## src/prlm_pkg.sv

```systemverilog
// ----------------------------------------------------------------------------
// prlm_pkg
// Shared constants, types and codes for the pending request latency monitor.
// ----------------------------------------------------------------------------
package prlm_pkg;

  localparam int ENTRIES = 16;
  localparam int IDX_W   = (ENTRIES > 1) ? $clog2(ENTRIES) : 1;
  localparam int PEND_W  = $clog2(ENTRIES + 1);
  localparam int CLS_W   = 4;

  localparam logic FUNC_START  = 1'b0;
  localparam logic FUNC_FINISH = 1'b1;

  typedef enum logic [2:0] {
    ST_INSERTED    = 3'd0,
    ST_REFRESHED   = 3'd1,
    ST_RELEASED    = 3'd2,
    ST_NOT_FOUND   = 3'd3,
    ST_TABLE_FULL  = 3'd4,
    ST_WRONG_CLASS = 3'd5
  } status_t;

  typedef struct packed {
    logic [CLS_W-1:0] cls;
    logic [31:0]      key;
    logic [31:0]      pos;
    logic [31:0]      start;
  } entry_t;

  localparam int ENTRY_W = $bits(entry_t);

  typedef struct packed {
    logic        inc;
    logic        dec;
    logic        add;
    logic [31:0] delay;
  } stats_upd_t;

endpackage

```

## src/prlm_ifs.sv

```systemverilog
// ----------------------------------------------------------------------------
// prlm request and result channels
// Valid/ready channels carrying one request item and one result item.
// ----------------------------------------------------------------------------
interface prlm_req_if;
  logic                        valid;
  logic                        ready;
  logic                        func;
  logic [prlm_pkg::CLS_W-1:0]  req_class;
  logic [31:0]                 req_key;
  logic [31:0]                 req_pos;
  logic [31:0]                 now;

  modport source (output valid, func, req_class, req_key, req_pos, now, input ready);
  modport sink   (input valid, func, req_class, req_key, req_pos, now, output ready);
endinterface

interface prlm_rsp_if;
  logic                valid;
  logic                ready;
  prlm_pkg::status_t   status;
  logic [4:0]          pending_count;
  logic [31:0]         completed_count;
  logic [63:0]         total_delay;
  logic signed [31:0]  this_delay;

  modport source (output valid, status, pending_count, completed_count, total_delay,
                  this_delay, input ready);
  modport sink   (input valid, status, pending_count, completed_count, total_delay,
                  this_delay, output ready);
endinterface

```

## src/prlm_entry_ram.sv

```systemverilog
// ----------------------------------------------------------------------------
// prlm_entry_ram
// Simple dual-port RAM, one write port, one read port with registered data.
// ----------------------------------------------------------------------------
module prlm_entry_ram #(
  parameter int DEPTH = 16,
  parameter int WIDTH = 8,
  parameter int AW    = (DEPTH > 1) ? $clog2(DEPTH) : 1
) (
  input  logic             clk,
  input  logic             we,
  input  logic [AW-1:0]    waddr,
  input  logic [WIDTH-1:0] wdata,
  input  logic             re,
  input  logic [AW-1:0]    raddr,
  output logic [WIDTH-1:0] rdata
);

  logic [WIDTH-1:0] mem [DEPTH];

  always_ff @(posedge clk) begin
    if (we) begin
      mem[waddr] <= wdata;
    end
  end

  always_ff @(posedge clk) begin
    if (re) begin
      rdata <= mem[raddr];
    end
  end

endmodule

```

## src/prlm_stats.sv

```systemverilog
// ----------------------------------------------------------------------------
// prlm_stats
// Pending count, completion count and delay accumulator.
// ----------------------------------------------------------------------------
module prlm_stats (
  input  logic                        clk,
  input  logic                        rst,
  input  prlm_pkg::stats_upd_t        upd,
  output logic [prlm_pkg::PEND_W-1:0] pending,
  output logic [31:0]                 done,
  output logic [63:0]                 delay_sum
);

  always_ff @(posedge clk) begin
    if (rst) begin
      pending   <= '0;
      done      <= '0;
      delay_sum <= '0;
    end else begin
      if (upd.inc) begin
        pending <= pending + prlm_pkg::PEND_W'(1);
      end else if (upd.dec && pending != '0) begin
        pending <= pending - prlm_pkg::PEND_W'(1);
      end
      if (upd.add) begin
        done      <= done + 32'd1;
        delay_sum <= delay_sum + {32'd0, upd.delay};
      end
    end
  end

endmodule

```

## src/pending_request_latency_monitor_unit.sv

```systemverilog
// ----------------------------------------------------------------------------
// pending_request_latency_monitor_unit
// Sequence: a tracked class scans the table (one RAM read per entry, the scan stops at
// the first match or the last entry), then S_CALC, S_UPD, S_RESP; a wrong class goes to S_RESP.
// One request at a time: the next can be accepted in the cycle after the result is
// loaded, and S_RESP waits while the result side stalls.
// Reset (rst, synchronous): valid bits, counters and tracked_class cleared; RAM undefined.
// ----------------------------------------------------------------------------
module pending_request_latency_monitor_unit (
  input  logic                       clk,
  input  logic                       rst,
  input  logic                       cfg_we,
  input  logic [prlm_pkg::CLS_W-1:0] cfg_wdata,
  prlm_req_if.sink                   req,
  prlm_rsp_if.source                 rsp
);

  typedef enum logic [4:0] {
    S_IDLE = 5'b00001,
    S_SCAN = 5'b00010,
    S_CALC = 5'b00100,
    S_UPD  = 5'b01000,
    S_RESP = 5'b10000
  } state_t;

  state_t state;

  logic [prlm_pkg::CLS_W-1:0] tracked_class;
  logic [prlm_pkg::ENTRIES-1:0] valid_bits;

  // latched request
  logic                       op;
  logic [prlm_pkg::CLS_W-1:0] cls;
  logic [31:0]                key;
  logic [31:0]                pos;
  logic [31:0]                now_r;

  logic [prlm_pkg::IDX_W:0]   rd_cnt;
  logic                       chk_vld;
  logic [prlm_pkg::IDX_W-1:0] chk_idx;
  logic                       hit;
  logic [prlm_pkg::IDX_W-1:0] hit_idx;
  logic [31:0]                hit_start;
  logic [31:0]                delay;
  prlm_pkg::status_t          status_r;

  logic                       rd_en;
  logic [prlm_pkg::IDX_W-1:0] rd_addr;
  prlm_pkg::entry_t           rd_entry;
  logic [prlm_pkg::ENTRY_W-1:0] rd_data;
  logic                       wr_en;
  logic [prlm_pkg::IDX_W-1:0] wr_addr;
  prlm_pkg::entry_t           wr_entry;

  logic                       match;
  logic                       last_chk;
  logic                       free_any;
  logic [prlm_pkg::IDX_W-1:0] free_idx;
  logic [31:0]                delay_next;
  logic                       out_free;

  prlm_pkg::stats_upd_t              upd;
  logic [prlm_pkg::PEND_W-1:0]       pending;
  logic [31:0]                       done;
  logic [63:0]                       delay_sum;

  assign rd_en   = (state == S_SCAN) && (rd_cnt < (prlm_pkg::IDX_W + 1)'(prlm_pkg::ENTRIES));
  assign rd_addr = rd_cnt[prlm_pkg::IDX_W-1:0];
  assign rd_entry = prlm_pkg::entry_t'(rd_data);

  assign match = chk_vld && valid_bits[chk_idx] && rd_entry.cls == cls &&
                 rd_entry.key == key && rd_entry.pos == pos;
  assign last_chk = chk_vld && chk_idx == prlm_pkg::IDX_W'(prlm_pkg::ENTRIES - 1);

  // lowest free slot
  always_comb begin
    free_any = 1'b0;
    free_idx = '0;
    for (int i = prlm_pkg::ENTRIES - 1; i >= 0; i--) begin
      if (!valid_bits[i]) begin
        free_any = 1'b1;
        free_idx = prlm_pkg::IDX_W'(i);
      end
    end
  end

  assign delay_next = now_r - hit_start;

  assign wr_en    = (state == S_CALC) && (op == prlm_pkg::FUNC_START) && (hit || free_any);
  assign wr_addr  = hit ? hit_idx : free_idx;
  assign wr_entry = '{cls: cls, key: key, pos: pos, start: now_r};

  prlm_entry_ram #(
    .DEPTH (prlm_pkg::ENTRIES),
    .WIDTH (prlm_pkg::ENTRY_W),
    .AW    (prlm_pkg::IDX_W)
  ) u_ram (
    .clk   (clk),
    .we    (wr_en),
    .waddr (wr_addr),
    .wdata (wr_entry),
    .re    (rd_en),
    .raddr (rd_addr),
    .rdata (rd_data)
  );

  always_comb begin
    upd       = '0;
    upd.delay = delay;
    if (state == S_UPD) begin
      upd.inc = (status_r == prlm_pkg::ST_INSERTED);
      upd.dec = (status_r == prlm_pkg::ST_RELEASED);
      upd.add = (status_r == prlm_pkg::ST_RELEASED) && delay != 32'd0 && !delay[31];
    end
  end

  prlm_stats u_stats (
    .clk       (clk),
    .rst       (rst),
    .upd       (upd),
    .pending   (pending),
    .done      (done),
    .delay_sum (delay_sum)
  );

  assign req.ready = (state == S_IDLE) && !rst;
  assign out_free  = !rsp.valid || rsp.ready;

  always_ff @(posedge clk) begin
    if (rst) begin
      tracked_class <= '0;
    end else if (cfg_we) begin
      tracked_class <= cfg_wdata;
    end
  end

  always_ff @(posedge clk) begin
    if (rst) begin
      state      <= S_IDLE;
      valid_bits <= '0;
      chk_vld    <= 1'b0;
      rsp.valid  <= 1'b0;
    end else begin
      chk_vld <= rd_en;
      if (state == S_RESP && out_free) begin
        rsp.valid <= 1'b1;
      end else if (rsp.ready) begin
        rsp.valid <= 1'b0;
      end
      unique case (state)
        S_IDLE: begin
          if (req.valid) begin
            state <= (req.req_class == tracked_class) ? S_SCAN : S_RESP;
          end
        end
        S_SCAN: begin
          if (match || last_chk) begin
            state <= S_CALC;
          end
        end
        S_CALC: begin
          if (op == prlm_pkg::FUNC_START) begin
            if (!hit && free_any) begin
              valid_bits[free_idx] <= 1'b1;
            end
          end else if (hit) begin
            valid_bits[hit_idx] <= 1'b0;
          end
          state <= S_UPD;
        end
        S_UPD: begin
          state <= S_RESP;
        end
        S_RESP: begin
          if (out_free) begin
            state <= S_IDLE;
          end
        end
        default: begin
          state <= S_IDLE;
        end
      endcase
    end
  end

  // datapath registers
  always_ff @(posedge clk) begin
    unique case (state)
      S_IDLE: begin
        if (req.valid) begin
          op       <= req.func;
          cls      <= req.req_class;
          key      <= req.req_key;
          pos      <= req.req_pos;
          now_r    <= req.now;
          rd_cnt   <= '0;
          hit      <= 1'b0;
          delay    <= '0;
          status_r <= prlm_pkg::ST_WRONG_CLASS;
        end
      end
      S_SCAN: begin
        if (rd_en) begin
          rd_cnt <= rd_cnt + (prlm_pkg::IDX_W + 1)'(1);
        end
        if (rd_en) begin
          chk_idx <= rd_addr;
        end
        if (match) begin
          hit       <= 1'b1;
          hit_idx   <= chk_idx;
          hit_start <= rd_entry.start;
        end
      end
      S_CALC: begin
        if (op == prlm_pkg::FUNC_START) begin
          if (hit) begin
            status_r <= prlm_pkg::ST_REFRESHED;
          end else if (free_any) begin
            status_r <= prlm_pkg::ST_INSERTED;
          end else begin
            status_r <= prlm_pkg::ST_TABLE_FULL;
          end
        end else if (hit) begin
          status_r <= prlm_pkg::ST_RELEASED;
          delay    <= delay_next;
        end else begin
          status_r <= prlm_pkg::ST_NOT_FOUND;
        end
      end
      S_UPD: begin
      end
      S_RESP: begin
        if (out_free) begin
          rsp.status          <= status_r;
          rsp.pending_count   <= 5'(pending);
          rsp.completed_count <= done;
          rsp.total_delay     <= delay_sum;
          rsp.this_delay      <= delay;
        end
      end
      default: begin
      end
    endcase
  end

endmodule

```

## src/flat_wrapper.sv

```systemverilog
// flat-port wrapper written by rule: the top's interface ports become plain ports
module pending_request_latency_monitor_unit_flat 
  (clk, rst, cfg_we, cfg_wdata, req_valid, req_func, req_req_class, req_req_key, req_req_pos, req_now, req_ready, rsp_valid, rsp_status, rsp_pending_count, rsp_completed_count, rsp_total_delay, rsp_this_delay, rsp_ready);
  prlm_req_if req_i ();
  prlm_rsp_if rsp_i ();
  input  logic clk;
  input  logic rst;
  input  logic cfg_we;
  input  logic [prlm_pkg::CLS_W-1:0] cfg_wdata;
  input wire logic [$bits(req_i.valid)-1:0] req_valid;
  input wire logic [$bits(req_i.func)-1:0] req_func;
  input wire logic [$bits(req_i.req_class)-1:0] req_req_class;
  input wire logic [$bits(req_i.req_key)-1:0] req_req_key;
  input wire logic [$bits(req_i.req_pos)-1:0] req_req_pos;
  input wire logic [$bits(req_i.now)-1:0] req_now;
  output wire logic [$bits(req_i.ready)-1:0] req_ready;
  output wire logic [$bits(rsp_i.valid)-1:0] rsp_valid;
  output wire logic [$bits(rsp_i.status)-1:0] rsp_status;
  output wire logic [$bits(rsp_i.pending_count)-1:0] rsp_pending_count;
  output wire logic [$bits(rsp_i.completed_count)-1:0] rsp_completed_count;
  output wire logic [$bits(rsp_i.total_delay)-1:0] rsp_total_delay;
  output wire logic [$bits(rsp_i.this_delay)-1:0] rsp_this_delay;
  input wire logic [$bits(rsp_i.ready)-1:0] rsp_ready;
  assign req_i.valid = req_valid;
  assign req_i.func = req_func;
  assign req_i.req_class = req_req_class;
  assign req_i.req_key = req_req_key;
  assign req_i.req_pos = req_req_pos;
  assign req_i.now = req_now;
  assign req_ready = req_i.ready;
  assign rsp_valid = rsp_i.valid;
  assign rsp_status = rsp_i.status;
  assign rsp_pending_count = rsp_i.pending_count;
  assign rsp_completed_count = rsp_i.completed_count;
  assign rsp_total_delay = rsp_i.total_delay;
  assign rsp_this_delay = rsp_i.this_delay;
  assign rsp_i.ready = rsp_ready;
  pending_request_latency_monitor_unit u_core (.clk(clk), .rst(rst), .cfg_we(cfg_we), .cfg_wdata(cfg_wdata), .req(req_i), .rsp(rsp_i));
endmodule
```

## config.mk

```make
export PLATFORM = sky130hd
export DESIGN_NAME = pending_request_latency_monitor_unit_flat
export DESIGN_NICKNAME = d
export VERILOG_FILES = /design/src/prlm_pkg.sv /design/src/prlm_ifs.sv /design/src/prlm_entry_ram.sv /design/src/prlm_stats.sv /design/src/pending_request_latency_monitor_unit.sv /design/src/flat_wrapper.sv
export SDC_FILE = /design/constraint.sdc
export NUM_CORES = 2
export LEC_CHECK = 0
export BUFFER_PORTS_ARGS = -buffer_cell sky130_fd_sc_hd__buf_2
export CAP_MARGIN = 20
export CORE_MARGIN = 4
export CORE_UTILIZATION = 54
export DETAILED_ROUTE_END_ITERATION = 8
export HOLD_SLACK_MARGIN = 0.08
export PLACE_DENSITY = 0.81
export SYNTH_ARGS = -nofsm -noshare
export SYNTH_HDL_FRONTEND = slang
export SYNTH_HIERARCHICAL = 1
export SYNTH_SLANG_ARGS = --single-unit
```

## constraint.sdc

```tcl
create_clock -name clk -period 10.75 [get_ports clk]
set_clock_uncertainty 0.2 [all_clocks]
set_input_delay 2.15 -clock clk [delete_from_list [all_inputs] [get_ports clk]]
set_output_delay 2.15 -clock clk [all_outputs]
set_load 0.03 [all_outputs]
```

==> results by group <==
Worst setup path
  – Crit-path cells: buf_4, nor2_1, buf_2
  – Reg2Reg Setup Slack: 5.59 ns
  – CP Capture Type: primary output
  – Origin of the worst setup path: rst
  – CP Capture Point: req_ready
  – CP arrival: 2.92 ns
  – Reg-to-Reg Start: u_core/state[4]
  – Top delay family on crit path: buffers and inverters
  – CP max stage delay: 0.44 ns
  – Crit start category: input port
  – Reg2reg end: u_core/u_ram/mem[6][71]
  – Worst Path Buf+Inv: 2
  – Slowest cell on the critical path: buf_4
  – Critical path required time: 8.40 ns
  – Critical path class: in -> out
  – Worst-path maximum fanout: 48
  – Worst R2R Path Depth: 9
  – Critical path depth: 3

GRT
  – Vias in the first global route: 43800
  – GR Util met3: 0.0462
  – Total Routing Usage GR: 0.242
  – Most Crowded Layer GR: met2
  – Grt met2 use: 0.402
  – Met1 usage in global routing: 0.326
  – GR Overflow Total: 0
  – First-pass GRT wire length: 286000 µm
  – Pin count of the biggest net entering global routing: 155
  – Antenna violations before repair: 7

Timing
  – Final Hold Fails: 0
  – Relative slew slack: 0.242
  – Slew Limit Fails: 0
  – Setup TNS: 0 ns
  – Max Freq: 0.190 GHz
  – Tightest Pin Transition: 1.13 ns
  – Period utilization: 0.490
  – Final min period: 5.27 ns
  – RSZ-0062 raised after global routing: no
  – Final worst slack: 5.48 ns
  – Final hold slack: 0.213 ns
  – Setup violators final: 0

Final layout
  – Most frequent cells in the layout: edfxtp_1 (2018), mux4_2 (401), buf_2 (247)
  – Layout cell share with drive strength beyond 1: 0.225
  – Layout area overhead: 12.4%
  – Area of the multi-input gates: 18600 µm²
  – Flip-flop and latch area: 63200 µm²
  – FILL cells: 9938
  – Commonest non-fill, non-tap cell in the layout: edfxtp_1
  – Final #Nets: 4761

Placement
  – Pre-CTS setup slack: 5.44 ns
  – Final Wtd Congestion: 0.852
  – Number of buffers inserted by port buffering: 247
  – DP HPWL: 102000 µm

Clocking
  – Clock Latency Late Sink: 0.83 ns
  – CTS H-tree depth: 4
  – # resized after CTS: 0
  – Setup Buffers After CTS: 0
  – Root Driver: clkbuf_16
  – Clk pin slew, worst setup/hold paths: 0.06 ns
  – Maximum clock path buffer count: 3
  – CTS tree: done
  – Clock sinks: 2146
  – Num CTS Buffers: 198
  – Hold_buf cts: 0

Synth
  – Synth area leader: edfxtp_1
  – Yosys top cell area share: 0.731
  – Sequential area share after synthesis: 0.762
  – Register bit total from synthesis: 2146
  – Synthesized net count: 4415
  – Top cells by area, synth: edfxtp_1 (73%), mux4_2 (11%), dfxtp_1 (3.1%)
  – Cell variety after synth: 90
  – Post-Syn Area: 82900 µm²
  – Asr flop ratio synth: 0
  – Prevailing post-synth register cell: edfxtp_1
  – Synth warnings: 6
  – Syn Area/Cell: 19.6 µm²
  – Mapped Cells: 4234
  – Post-synth EDFFs: 2018

Floorplanning
  – Io pins: 248
  – Chip Width: 400 µm
  – Initial Util: 0.544
  – Die Area: 160000 µm²
  – Core area: 152000 µm²
  – # rows: 143
  – Die H: 400 µm

Route
  – Detailed-route via count: 43100
  – Routed wire length: 192000 µm
  – Number of DRC markers in iteration 0: 5061
  – Via density: 6.35
  – Drt wl/cell: 28.3 µm
  – Number of detailed-route iterations in the first pass: 6
  – Post-route antenna net violation count: 0
  – Remaining DRCs: 0

Worst hold path
  – Worst Hold Class: reg -> reg

Power and ir drop
  – PwrDens: 192 nW/µm²
  – Leakage power: 30.4 nW
  – Max IR drop VDD: 0.200 mV

Status
  – Status: finished, final reports clean

Flow run
  – Max cap viols: 0
-- state kept, by name, indices dropped and copies added, names as in the netlist, 64 cells and up --
| signal | cells |
|---|---|
| u_core/rsp.total_delay | 64 |
| u_core/u_ram/mem | 1600 |
| u_core/u_stats/delay_sum | 64 |
| u_core/u_ram/rdata | 100 |
-- where the power goes --
part	internal [mW]	total (mW)	switching, mW
clock	4.07	7.16	3.09
combinational	0.449	1.11	0.661
sequential	9.36	9.58	0.227
-- kinds of logic after synthesis --
| kind of cell | after synthesis | share of synthesized area |
|---|---|---|
| AND/OR/NAND/NOR | 644 | 0.0373 |
| XOR/XNOR | 141 | 0.0149 |
| flip-flops | 2146 | 0.762 |
| AO/OA/AOI/OAI | 538 | 0.0458 |
| buffers and inverters | 257 | 0.0148 |
| multiplexers | 437 | 0.114 |
| adder cells (fa/ha/maj) | 71 | 0.0110 |
-- synth_stat cells (13+ instances only) --
cell type	number
a21o_1	36
a21oi_1	86
a22oi_1	200
and3_1	22
buf_2	44
buf_4	42
clkbuf_1	69
dfxtp_1	128
edfxtp_1	2018
ha_1	68
inv_1	87
mux2i_1	31
mux4_2	401
nand2_1	208
nand2b_1	14
nand3_1	39
nand4_1	31
nor2_1	180
nor2b_1	16
nor3_1	30
nor4_1	23
o211ai_1	14
o21a_1	13
o21ai_0	69
or3_1	22
xnor2_1	56
xor2_1	85
-- cell type report --
| type | count | share of cell area |
|---|---|---|
| antenna | 3 | 0.0000806 |
| inverter | 87 | 0.00356 |
| clock buffer | 250 | 0.0570 |
| tap | 2030 | 0.0273 |
| multi-input combinational | 1831 | 0.200 |
| clock inverter | 119 | 0.0144 |
| timing repair buffer | 316 | 0.0198 |
| sequential | 2146 | 0.678 |
-- worst min-delay path by stage --
stage,start,endpoint,slack [ns],cells past startpoint
global route,u_core/u_ram/rdata[24],u_core/hit_start[24],0.22,0
floorplan,u_core/u_ram/rdata[0],u_core/hit_start[0],0.20,0
CTS,u_core/u_ram/rdata[22],u_core/hit_start[22],0.22,0
finish,u_core/u_ram/rdata[24],u_core/hit_start[24],0.21,0
global placement,u_core/u_ram/rdata[6],u_core/hit_start[6],0.20,0
detailed placement,u_core/u_ram/rdata[20],u_core/hit_start[20],0.20,0
-- metrics by stage --
step	std cells	instance area (µm²)	utilization	power, mW
finish	6782	93200	0.612	17.9
global route	6779	93200	0.612	18.5
CTS	6775	93100	0.611	17.9
detailed placement	6406	86500	0.568	10.8
global placement	6406	86500	0.568	10.8
floorplan	4234	82900	-	10.5
-- per-layer routing --
layer | share of wire | vias up
met3 | 0.098 | 388
met5 | 0.000068 | -
li1 | - | 17900
met2 | 0.50 | 2763
met4 | 0.031 | 2
met1 | 0.37 | 22000
Note: power is estimated with default switching activity, not from simulation.
